$ cat config.mk
export PLATFORM = sky130hd
export DESIGN_NAME = pdf_text_bytes_to_utf8
export DESIGN_NICKNAME = d
export VERILOG_FILES = /design/src/design/pdfu_pkg.sv /design/src/design/pdfu_decode.sv /design/src/design/pdf_text_bytes_to_utf8.sv
export SDC_FILE = /design/constraint.sdc
export NUM_CORES = 1
export LEC_CHECK = 0
export ABC_CLOCK_PERIOD_IN_PS = 8700
export BUFFER_PORTS_ARGS = -buffer_cell sky130_fd_sc_hd__buf_2
export CAP_MARGIN = 20
export CORE_AREA = 2 2 105 132
export DETAILED_ROUTE_END_ITERATION = 8
export DIE_AREA = 0 0 107 134
export PLACE_DENSITY = 0.67
export SYNTH_ARGS = -nofsm -noshare
export SYNTH_HDL_FRONTEND = slang
export SYNTH_SLANG_ARGS = --single-unit
$ cat constraint.sdc
create_clock -name clock -period 8.7 [get_ports clock]
set_input_delay 1.74 -clock clock [delete_from_list [all_inputs] [get_ports clock]]
set_output_delay 1.74 -clock clock [all_outputs]
set_load 0.05 [all_outputs]
$ cat src/design/pdfu_pkg.sv
`timescale 1ns / 1ps
// ----------------------------------------------------------------------------
// pdfu_pkg: shared types and the code table for the PDF text transcoder
// Holds the decode mode codes, the state and decode result structs, the
// WinAnsi table for bytes 0x80 to 0x9F and the UTF-8 encoder function.
// ----------------------------------------------------------------------------
package pdfu_pkg;

   localparam int SEQ_BYTES = 6;
   localparam int SEQ_BITS  = SEQ_BYTES * 8;

   localparam logic [7:0] BOM_HIGH = 8'hFE;
   localparam logic [7:0] BOM_LOW  = 8'hFF;

   typedef enum logic [1:0] {
      MODE_AWAIT2 = 2'd0,
      MODE_SINGLE = 2'd1,
      MODE_WIDE   = 2'd2,
      MODE_IDLE   = 2'd3
   } mode_type;

   typedef struct packed {
      mode_type   mode;
      logic [7:0] held;
      logic       pending;
   } state_type;

   typedef struct packed {
      logic [SEQ_BITS-1:0] seq;
      logic [2:0]          count;
      state_type           next;
   } dec_out_type;

   typedef struct packed {
      logic [23:0] seq;
      logic [1:0]  len;
   } utf8_type;

   // Code points for bytes 0x80 to 0x9F of the WinAnsi code.
   function automatic logic [15:0] c1_code(input logic [4:0] idx);
      logic [15:0] cp;
      case (idx)
         5'd0:  cp = 16'h20AC;
         5'd1:  cp = 16'h0081;
         5'd2:  cp = 16'h201A;
         5'd3:  cp = 16'h0192;
         5'd4:  cp = 16'h201E;
         5'd5:  cp = 16'h2026;
         5'd6:  cp = 16'h2020;
         5'd7:  cp = 16'h2021;
         5'd8:  cp = 16'h02C6;
         5'd9:  cp = 16'h2030;
         5'd10: cp = 16'h0160;
         5'd11: cp = 16'h2039;
         5'd12: cp = 16'h0152;
         5'd13: cp = 16'h008D;
         5'd14: cp = 16'h017D;
         5'd15: cp = 16'h008F;
         5'd16: cp = 16'h0090;
         5'd17: cp = 16'h2018;
         5'd18: cp = 16'h2019;
         5'd19: cp = 16'h201C;
         5'd20: cp = 16'h201D;
         5'd21: cp = 16'h2022;
         5'd22: cp = 16'h2013;
         5'd23: cp = 16'h2014;
         5'd24: cp = 16'h02DC;
         5'd25: cp = 16'h2122;
         5'd26: cp = 16'h0161;
         5'd27: cp = 16'h203A;
         5'd28: cp = 16'h0153;
         5'd29: cp = 16'h009D;
         5'd30: cp = 16'h017E;
         default: cp = 16'h0178;
      endcase
      return cp;
   endfunction

   function automatic logic [15:0] win_code(input logic [7:0] b);
      logic [15:0] cp;
      if (b[7:5] == 3'b100) begin
         cp = c1_code(b[4:0]);
      end else begin
         cp = {8'h00, b};
      end
      return cp;
   endfunction

   // Byte sequence is left-justified: the first byte sits in bits 23:16.
   function automatic utf8_type utf8_enc(input logic [15:0] cp);
      utf8_type r;
      if (cp[15:7] == 9'd0) begin
         r.seq = {cp[7:0], 16'h0000};
         r.len = 2'd1;
      end else if (cp[15:11] == 5'd0) begin
         r.seq = {3'b110, cp[10:6], 2'b10, cp[5:0], 8'h00};
         r.len = 2'd2;
      end else begin
         r.seq = {4'b1110, cp[15:12], 2'b10, cp[11:6], 2'b10, cp[5:0]};
         r.len = 2'd3;
      end
      return r;
   endfunction

endpackage

$ cat src/design/pdfu_decode.sv
`timescale 1ns / 1ps
// ----------------------------------------------------------------------------
// pdfu_decode: per-word decode of one string byte
// Works out the next decode state and the UTF-8 bytes (zero to six) that one
// input word yields, packed left-justified into a six-byte sequence.
// ----------------------------------------------------------------------------
module pdfu_decode (
   input  logic [7:0]           in_byte,
   input  logic                 first_of_string,
   input  logic                 last_of_string,
   input  pdfu_pkg::state_type  state,
   output pdfu_pkg::dec_out_type dec
);
   import pdfu_pkg::*;

   logic        use_a;
   logic        use_b;
   logic [15:0] cp_a;
   utf8_type    enc_a;
   utf8_type    enc_b;
   logic [1:0]  len_a;
   logic [1:0]  len_b;
   logic [4:0]  shift_b;
   state_type   next;

   always_comb begin
      use_a = 1'b0;
      use_b = 1'b0;
      cp_a  = win_code(in_byte);
      next  = state;
      if (first_of_string || state.mode == MODE_IDLE) begin
         next.pending = 1'b0;
         if (last_of_string) begin
            use_a = 1'b1;
         end else begin
            next.held = in_byte;
            next.mode = MODE_AWAIT2;
         end
      end else if (state.mode == MODE_AWAIT2) begin
         if (state.held == BOM_HIGH && in_byte == BOM_LOW) begin
            next.mode    = MODE_WIDE;
            next.pending = 1'b0;
         end else begin
            use_a     = 1'b1;
            use_b     = 1'b1;
            cp_a      = win_code(state.held);
            next.mode = MODE_SINGLE;
         end
      end else if (state.mode == MODE_SINGLE) begin
         use_a = 1'b1;
      end else begin
         if (!state.pending) begin
            next.held    = in_byte;
            next.pending = 1'b1;
         end else begin
            use_a        = 1'b1;
            cp_a         = {state.held, in_byte};
            next.pending = 1'b0;
         end
      end
      if (last_of_string) begin
         next.mode    = MODE_IDLE;
         next.pending = 1'b0;
      end
   end

   assign enc_a   = utf8_enc(cp_a);
   assign enc_b   = utf8_enc(win_code(in_byte));
   assign len_a   = use_a ? enc_a.len : 2'd0;
   assign len_b   = use_b ? enc_b.len : 2'd0;
   assign shift_b = {len_a, 3'b000};

   always_comb begin
      dec.seq   = ({use_a ? enc_a.seq : 24'h0, 24'h0})
                | ({use_b ? enc_b.seq : 24'h0, 24'h0} >> shift_b);
      dec.count = {1'b0, len_a} + {1'b0, len_b};
      dec.next  = next;
   end

endmodule

$ cat src/design/pdf_text_bytes_to_utf8.sv
`timescale 1ns / 1ps
// ----------------------------------------------------------------------------
// pdf_text_bytes_to_utf8: PDF text string to UTF-8 transcoder
// Converts the bytes of PDF text strings (WinAnsi or FE FF marked UTF-16BE)
// into a stream of UTF-8 bytes, one byte per output word.
// ----------------------------------------------------------------------------
// Usage:
// The req channel carries one raw string byte per word, with flags on the
// first and last byte of each string. The rsp channel carries one UTF-8 byte
// per word; rsp_run_last closes the output of each input word and
// rsp_string_end closes the whole string. A string's last byte that yields
// no output produces a single word with rsp_byte_valid low.
// An accepted word sits in an input register; once the shift register is free
// it is decoded and its output bytes are loaded into a six-byte shift register,
// from which the first output word is offered. The shift register drains one
// byte per cycle while the receiver does not stall, and is reloaded on the
// cycle its last byte leaves. An input word yields one output byte for ASCII,
// up to three for a 16-bit unit, and up to six for the second byte of a
// single-byte string.
// While the output drains, the next input word waits in the input register
// and req_stall is raised only once that register is full and blocked.
// When the receiver stalls, the current output word holds unchanged.
// Reset empties both registers and returns the decoder to "awaiting second
// byte" with a held byte of zero.
// ----------------------------------------------------------------------------
module pdf_text_bytes_to_utf8 (
   input  logic       clock,
   input  logic       reset,
   input  logic       req_valid,
   output logic       req_stall,
   input  logic [7:0] req_in_byte,
   input  logic       req_first_of_string,
   input  logic       req_last_of_string,
   output logic       rsp_valid,
   input  logic       rsp_stall,
   output logic [7:0] rsp_out_byte,
   output logic       rsp_byte_valid,
   output logic       rsp_run_last,
   output logic       rsp_string_end
);
   import pdfu_pkg::*;

   // Input register.
   logic       in_valid_ff, in_valid_in;
   logic [7:0] in_byte_ff, in_byte_in;
   logic       in_first_ff, in_first_in;
   logic       in_last_ff, in_last_in;

   // Decoder state that carries across words.
   state_type  state_ff, state_in;

   // Output shift register: the byte on offer is always the top byte.
   logic [SEQ_BITS-1:0] buf_seq_ff, buf_seq_in;
   logic [2:0]          buf_cnt_ff, buf_cnt_in;
   logic                buf_marker_ff, buf_marker_in;
   logic                buf_last_ff, buf_last_in;

   dec_out_type dec;
   logic        pop;
   logic        buf_free;
   logic        consume;
   logic        load;
   logic        accept;

   pdfu_decode u_decode (
      .in_byte         (in_byte_ff),
      .first_of_string (in_first_ff),
      .last_of_string  (in_last_ff),
      .state           (state_ff),
      .dec             (dec)
   );

   // The buffer can take a new word when it is empty or its final byte is
   // leaving in this cycle.
   assign pop      = rsp_valid && !rsp_stall;
   assign buf_free = (buf_cnt_ff == 3'd0) || (buf_cnt_ff == 3'd1 && pop);
   assign consume  = in_valid_ff && buf_free;
   // A word with no bytes loads nothing unless it ends a string, where it
   // leaves an empty end marker.
   assign load     = consume && (dec.count != 3'd0 || in_last_ff);
   assign req_stall = in_valid_ff && !consume;
   assign accept    = req_valid && !req_stall;

   always_comb begin
      in_valid_in = in_valid_ff;
      in_byte_in  = in_byte_ff;
      in_first_in = in_first_ff;
      in_last_in  = in_last_ff;
      if (accept) begin
         in_valid_in = 1'b1;
         in_byte_in  = req_in_byte;
         in_first_in = req_first_of_string;
         in_last_in  = req_last_of_string;
      end else if (consume) begin
         in_valid_in = 1'b0;
      end
   end

   assign state_in = consume ? dec.next : state_ff;

   always_comb begin
      buf_seq_in    = buf_seq_ff;
      buf_cnt_in    = buf_cnt_ff;
      buf_marker_in = buf_marker_ff;
      buf_last_in   = buf_last_ff;
      if (load) begin
         buf_seq_in    = dec.seq;
         buf_marker_in = (dec.count == 3'd0);
         buf_cnt_in    = (dec.count == 3'd0) ? 3'd1 : dec.count;
         buf_last_in   = in_last_ff;
      end else if (pop) begin
         buf_seq_in = buf_seq_ff << 8;
         buf_cnt_in = buf_cnt_ff - 3'd1;
      end
   end

   always_ff @(posedge clock) begin
      if (reset) begin
         in_valid_ff   <= 1'b0;
         state_ff      <= '{mode: MODE_AWAIT2, held: 8'h00, pending: 1'b0};
         buf_cnt_ff    <= 3'd0;
         buf_marker_ff <= 1'b0;
         buf_last_ff   <= 1'b0;
      end else begin
         in_valid_ff   <= in_valid_in;
         state_ff      <= state_in;
         buf_cnt_ff    <= buf_cnt_in;
         buf_marker_ff <= buf_marker_in;
         buf_last_ff   <= buf_last_in;
      end
   end

   always_ff @(posedge clock) begin
      in_byte_ff  <= in_byte_in;
      in_first_ff <= in_first_in;
      in_last_ff  <= in_last_in;
      buf_seq_ff  <= buf_seq_in;
   end

   assign rsp_valid      = (buf_cnt_ff != 3'd0);
   assign rsp_out_byte   = buf_seq_ff[SEQ_BITS-1 -: 8];
   assign rsp_byte_valid = !buf_marker_ff;
   assign rsp_run_last   = (buf_cnt_ff == 3'd1);
   assign rsp_string_end = (buf_cnt_ff == 3'd1) && buf_last_ff;

   // An empty end marker on offer is always a lone word.
   assert property (@(posedge clock) disable iff (reset)
      (buf_marker_ff && rsp_valid) |-> buf_cnt_ff == 3'd1)
      else $error("end marker shares the buffer with other bytes");

   // An empty word only ever closes a string.
   assert property (@(posedge clock) disable iff (reset)
      (rsp_valid && !rsp_byte_valid) |-> rsp_string_end)
      else $error("empty word without string end");

   // A pending high half exists only in 16-bit mode.
   assert property (@(posedge clock) disable iff (reset)
      state_ff.pending |-> state_ff.mode == MODE_WIDE)
      else $error("pending half outside 16-bit mode");

   // Decoding a string's last byte leaves the decoder idle.
   assert property (@(posedge clock) disable iff (reset)
      (consume && in_last_ff) |=> state_ff.mode == MODE_IDLE)
      else $error("decoder not idle after string end");

   // The final byte leaving with no reload empties the output.
   assert property (@(posedge clock) disable iff (reset)
      (pop && buf_cnt_ff == 3'd1 && !load) |=> !rsp_valid)
      else $error("output still valid after draining");

endmodule

# [Word-level counts from Yosys, hierarchy flattened]
# Memories as Yosys holds them, arrays and structs flattened. A register that Yosys moved wholly into a read port is not among the register bits.
# Index checks and enable logic that the tools add are counted.
[totals] regBits=75 romBits=1056 inputBits=14 memories=3
[memory_table] memory="(no name shown)" words=32 word_bits=11 read_ports=1 rd_ports_with_merged_regs=1 wr=0 line_no="pdfu_pkg.sv:42" rtl="case (idx)"
[memory_table] memory="(no name shown)" words=32 word_bits=11 read_ports=1 rd_ports_with_merged_regs=1 wr=0 line_no="pdfu_pkg.sv:42"
[memory_table] memory="(no name shown)" words=32 word_bits=11 read_ports=1 rd_ports_with_merged_regs=1 wr=0 line_no="pdfu_pkg.sv:42"
[op_classes] n_addsub=2 n_eq_ne=13 n_shift=1 mux=47 bitwise_logic=1 reduce_logical=30
[op_table] operator="2-to-1 mux 16 bit" n=8
[op_table] operator="2-to-1 mux 24 bit" n=4
[op_table] operator="2-to-1 mux 48 bit" n=2
[op_table] operator="2-to-1 mux 26 bit" n=2
[op_table] operator="OR 48 bit" n=1
[op_table] operator="right shift 48 x 5 -> 48 bit" n=1
[op_table] operator="2-to-1 mux 5 bit" n=4
[op_table] operator="zero test 9 bit" n=2
[op_table] operator="equality test 8 bit, second input constant" n=2
[op_table] operator="2-to-1 mux 8 bit" n=2
[op_table] operator="2-to-1 mux 1 bit" n=14
[op_table] operator="2-to-1 mux 11 bit" n=1
[op_table] operator="zero test 5 bit" n=2
[op_table] operator="2-to-1 mux 10 bit" n=1
[op_table] operator="2-to-1 mux 2 bit" n=5
[op_table] operator="2-to-1 mux 3 bit" n=3
[op_table] operator="2-to-1 mux 9 bit" n=1
[op_table] operator="nonzero test 3 bit" n=3
[op_table] operator="logical AND 1 bit" n=8
[op_table] operator="equality test 3 bit, second input constant" n=2
[op_table] operator="zero test 3 bit" n=2
[op_table] operator="inequality test 2 x 1 -> 1 bit, second input constant" n=3
[op_table] operator="AND reduction 5 bit" n=1
[op_table] operator="zero test 1 bit" n=4
[op_table] operator="other kinds (13)" n=16

# [Depth between registers and ports, before layout]
[depth] depth_word=15 ltp_mapped=19 ltp_nobuf=15

# [Hierarchy]
# Synthesis repeated with hierarchy kept, for this count alone.
[hier_totals] hier_cells=728 hier_area_um2=6422.4
[modules_own_cells] module="pdfu_decode" n_inst=1 cells_each=513 area_per_inst_um2=3254.4
[modules_own_cells] module="pdf_text_bytes_to_utf8" n_inst=1 cells_each=215 area_per_inst_um2=3168.0

# [Worst setup path before layout]
# OpenSTA, ideal clock, no wires.
[synth_path] path_type="reg2reg" from="register in_first_ff" to="register buf_seq_ff[0] (enable)" setup_time_ns=0.571 t_arrival_ns=4.393 path_slack_ns=3.736 stages_incl_launch_ff=17 synth_period_minus_slack_ns=4.964 cell_sequence="edfxtp_1 buf_4 nor2_1 a21oi_2 a221oi_2 a31o_1 buf_6 nand2_1 inv_1 ha_1 inv_1 fa_1 nand3b_1 o21ai_1 clkbuf_1 buf_1 nand2_1"
[synth_via] elab_chain_len=11
[synth_rtl] item="start: declaration" line_no="pdf_text_bytes_to_utf8.sv:46" rtl="logic in_first_ff, in_first_in;"
[synth_rtl] item="start signal: assignment" line_no="pdf_text_bytes_to_utf8.sv:135" rtl="in_first_ff <= in_first_in;"
[synth_rtl] item="logical OR 1 bit *" line_no="pdfu_decode.sv:31" rtl="if (first_of_string || state.mode == MODE_IDLE) begin"
[synth_rtl] item="2-to-1 mux 16 bit" line_no="pdfu_decode.sv:31"
[synth_rtl] item="zero test 5 bit" line_no="pdfu_pkg.sv:95" rtl="end else if (cp[15:11] == 5'd0) begin"
[synth_rtl] item="2-to-1 mux 24 bit" line_no="pdfu_pkg.sv:95"
[synth_rtl] item="2-to-1 mux 26 bit" line_no="pdfu_pkg.sv:92" rtl="if (cp[15:7] == 9'd0) begin"
[synth_rtl] item="2-to-1 mux 2 bit" line_no="pdfu_decode.sv:69" rtl="assign len_a = use_a ? enc_a.len : 2'd0;"
[synth_rtl] item="adder 2 x 2 -> 3 bit *" line_no="pdfu_decode.sv:76" rtl="dec.count = {1'b0, len_a} + {1'b0, len_b};"
[synth_rtl] item="nonzero test 3 bit *" line_no="pdf_text_bytes_to_utf8.sv:80" rtl="assign load = consume && (dec.count != 3'd0 || in_last_ff);"
[synth_rtl] item="logical OR 1 bit *" line_no="pdf_text_bytes_to_utf8.sv:80"
[synth_rtl] item="logical AND 1 bit *" line_no="pdf_text_bytes_to_utf8.sv:80"
[synth_rtl] item="nonzero test 2 bit (no line) *"
[synth_rtl] item="end signal: assignment" line_no="pdf_text_bytes_to_utf8.sv:137" rtl="buf_seq_ff <= buf_seq_in;"
[synth_rtl] item="end: declaration" line_no="pdf_text_bytes_to_utf8.sv:53" rtl="logic [SEQ_BITS-1:0] buf_seq_ff, buf_seq_in;"
# Every way passes the cells marked *; elsewhere a longest branch is shown, timed or not.
# A chain may end at the register's enable or synchronous reset.

# [Worst setup path after layout]
[layout_path] from="register state_ff[10] (netlist name)" to="register buf_seq_ff[37] (enable)"
[layout_via] elab_chain_len=13
[layout_rtl] item="start: declaration" line_no="pdf_text_bytes_to_utf8.sv:50" rtl="state_type state_ff, state_in;"
[layout_rtl] item="start signal: assignment" line_no="pdf_text_bytes_to_utf8.sv:120" rtl="state_ff <= '{mode: MODE_AWAIT2, held: 8'h00, pending: 1'b0};"
[layout_rtl] item="start signal: assignment" line_no="pdf_text_bytes_to_utf8.sv:126" rtl="state_ff <= state_in;"
[layout_rtl] item="equality test 2 x 1 -> 1 bit" line_no="pdfu_decode.sv:49" rtl="end else if (state.mode == MODE_SINGLE) begin"
[layout_rtl] item="2-to-1 mux 16 bit" line_no="pdfu_decode.sv:49"
[layout_rtl] item="2-to-1 mux 16 bit" line_no="pdfu_decode.sv:39" rtl="end else if (state.mode == MODE_AWAIT2) begin"
[layout_rtl] item="2-to-1 mux 16 bit" line_no="pdfu_decode.sv:31"
[layout_rtl] item="zero test 5 bit" line_no="pdfu_pkg.sv:95"
[layout_rtl] item="2-to-1 mux 24 bit" line_no="pdfu_pkg.sv:95"
[layout_rtl] item="2-to-1 mux 26 bit" line_no="pdfu_pkg.sv:92"
[layout_rtl] item="2-to-1 mux 2 bit" line_no="pdfu_decode.sv:69"
[layout_rtl] item="adder 2 x 2 -> 3 bit *" line_no="pdfu_decode.sv:76"
[layout_rtl] item="nonzero test 3 bit *" line_no="pdf_text_bytes_to_utf8.sv:80"
[layout_rtl] item="logical OR 1 bit *" line_no="pdf_text_bytes_to_utf8.sv:80"
[layout_rtl] item="logical AND 1 bit *" line_no="pdf_text_bytes_to_utf8.sv:80"
[layout_rtl] item="nonzero test 2 bit (no line) *"
# Marked as above.

==> reports/results.txt <==
CP max FO = 46
main flop type after synthesis = edfxtp_1
clk_lat worst skew = 360 ps
Area Overhead vs Synth = 6.51%
Hold Buf Count CTS = 0
antenna violations before repair = 0
DP HPWL = 14.2 mm
clock share of power = 21.1%
Synth async-reset ratio = 0%
final worst-path cycle share = 59.7%
internal power = 1.18 mW
IO Pins = 27
TritonCTS clock tree = yes
routed wire length = 19.3 mm
Pre-antenna DRT Iters = 7
outcome = complete, no violations
setup TNS = 0 ps
Final #Nets = 748
Initial Utilization = 48.7%
first-pass GRT wire length = 30.4 mm
crit start category = register
# resized after CTS = 0
CTS sink cnt = 95
synthesized cell area = 0.00638 sq mm
number of synthesized flops with an enable pin = 56
Psw = 0.825 mW
layout cells sized above 1 = 12.6%
# diodes = 0
Hold Path Class = register to register
Worst-path clk slew = 70 ps
Yosys cell types = 89
Port Buffer Count = 26
Cells after Synth = 729
die area = 0.0143 sq mm
H-tree levels = 3
total number of yosys warnings = 0
vias in the first global route = 5,499
Post CTS Setup Buffer Count = 0
Slew Viols, Final = 0
row count = 47
syn nets = 762
starting DRC count in detailed routing = 484
vias per inst = 6.51
RSZ-0062 raised after global routing = false
GRT overflow = 0
sequential share of the synthesized area = 38.6%
Arrival @ worst endpoint = 5060 ps
Max Cap Viol = 0
largest net degree at the start of global routing = 47
CTS root buffer = clkbuf_16
Remaining DRCs = 0
crit path capture type = register
via count = 5,800
endpoints failing setup = 0
number of CTS-inserted buffers = 9
Rel. slew slack = 29.7%
critical path class = register to register
Seq pwr share = 38.3%
Critical Path RT = 8570 ps
die width = 107 microns
Max Fclk = 0.192 GHz
pre-CTS setup slack = 3610 ps
Routed Antenna Nets = 0
fin crit period = 5200 ps
Final Worst Setup Slack = 3500 ps
final count of hold timing violations = 0
leakage = 2.44 nW
core area = 0.0131 sq mm
Comb pwr share = 40.6%
measured slew at the worst slew-check pin = 1050 ps
Final Total Pwr = 2.00 mW
Die Span Y = 134 microns
Routed WL per cell = 21.6 microns
Peak VDD IR = 0.130 mV
synthesized area per cell = 8.76 sq um
sw frac = 41.2%
Layout Skew = 13.7 ps
GP Congestion = 1.03
#FFs+latches synth = 95
GR Util All Layers = 27.6%
maximum clock path buffer count = 2
PD cells = 295 mW/mm^2
[per-stage QoR]
step	hold slack [ps]	instances	util [%]	cell area [sq um]
after global placement	486	875	49.5	6480
after CTS	527	891	51.8	6800
after floorplan	457	729	-	6380
after global routing	550	891	51.8	6800
after detailed placement	511	875	49.5	6480
final	522	891	51.8	6800
[cell usage after synthesis (10+ instances only)]
| cell type | n | share of area [%] |
|---|---|---|
| a21oi_1 | 51 | 4.0 |
| clkbuf_1 | 21 | 1.2 |
| a31oi_1 | 14 | 1.4 |
| o21ai_0 | 52 | 4.1 |
| nand3_1 | 20 | 1.6 |
| nor2_1 | 83 | 4.9 |
| nand2_1 | 71 | 4.2 |
| edfxtp_1 | 56 | 26 |
| mux2i_1 | 18 | 2.8 |
| dfxtp_1 | 39 | 12 |
| nor3_1 | 16 | 1.3 |
| ha_1 | 18 | 3.5 |
| buf_2 | 20 | 1.6 |
| or3_1 | 11 | 1.1 |
| a211oi_1 | 10 | 1.2 |
| inv_1 | 21 | 1.2 |
| buf_4 | 10 | 1.2 |
[layout by cell type (no fill, tap or decap), types with 9 or more instances in the layout]
| master | n |
|---|---|
| a211oi_1 | 10 |
| buf_2 | 26 |
| nand3_1 | 20 |
| edfxtp_1 | 56 |
| nor2_1 | 82 |
| nand2_1 | 70 |
| dfxtp_1 | 39 |
| a21oi_1 | 51 |
| or3_1 | 11 |
| clkbuf_16 | 9 |
| ha_1 | 18 |
| o21ai_0 | 52 |
| inv_1 | 21 |
| mux2i_1 | 18 |
| a31oi_1 | 14 |
| nor3_1 | 16 |
[layout make-up]
type,instances,area (sq um)
Fill cell,1250,6310
Multi-Input combinational cell,550,3530
Sequential cell,95,2460
Clock buffer,10,229
Tap cell,171,214
Timing Repair Buffer,33,183
Inverter,26,97.6
Clock inverter,6,85.1
[final timing paths]
kind,from,endpoint,slack (ps),cells past startpoint
min reg2reg,buf_cnt_ff[0],buf_cnt_ff[0],520,2
max reg2reg,state_ff[10],buf_seq_ff[37],3500,10
min,buf_cnt_ff[0],buf_cnt_ff[0],520,2
max,state_ff[10],buf_seq_ff[37],3500,10
[cell families (layout without fill, tap and decap cells)]
logic type | after synthesis | after routing | synth area share, %
xor+xnor | 6 | 6 | 0.823
flops | 95 | 95 | 38.6
simple gates | 259 | 259 | 20.0
fa+ha+maj | 19 | 19 | 3.84
mux | 26 | 26 | 4.23
compound gates | 240 | 240 | 26.3
buf+inv | 84 | 75 | 6.29
[routing by layer]
layer	wire length (microns)	global-route usage [%]	up-vias
met5	0	0	-
met4	1070	15.9	0
met3	1160	4.52	60
met2	9450	45.7	268
met1	7600	33.8	2783
li1	-	-	2689
[worst max-delay path, cell delays in order (launching register included)]
cell	delay, ps
dfxtp_1	700
and4bb_1	580
o41ai_1	220
and4_1	330
a41oi_2	620
inv_2	230
fa_1	610
nand3b_1	150
o21ai_2	130
buf_4	390
nand2_2	690
[power groups by stage]
| stage | Combinational [mW] | Sequential (mW) | Clock, mW |
|---|---|---|---|
| detailed placement | 0.799 | 0.778 | 0 |
| finish | 0.814 | 0.769 | 0.422 |
| floorplan | 0.640 | 0.729 | 0 |
| global route | 0.885 | 0.785 | 0.441 |
| global placement | 0.790 | 0.775 | 0 |
| CTS | 0.804 | 0.770 | 0.427 |
(Power assumes the default switching activity.)
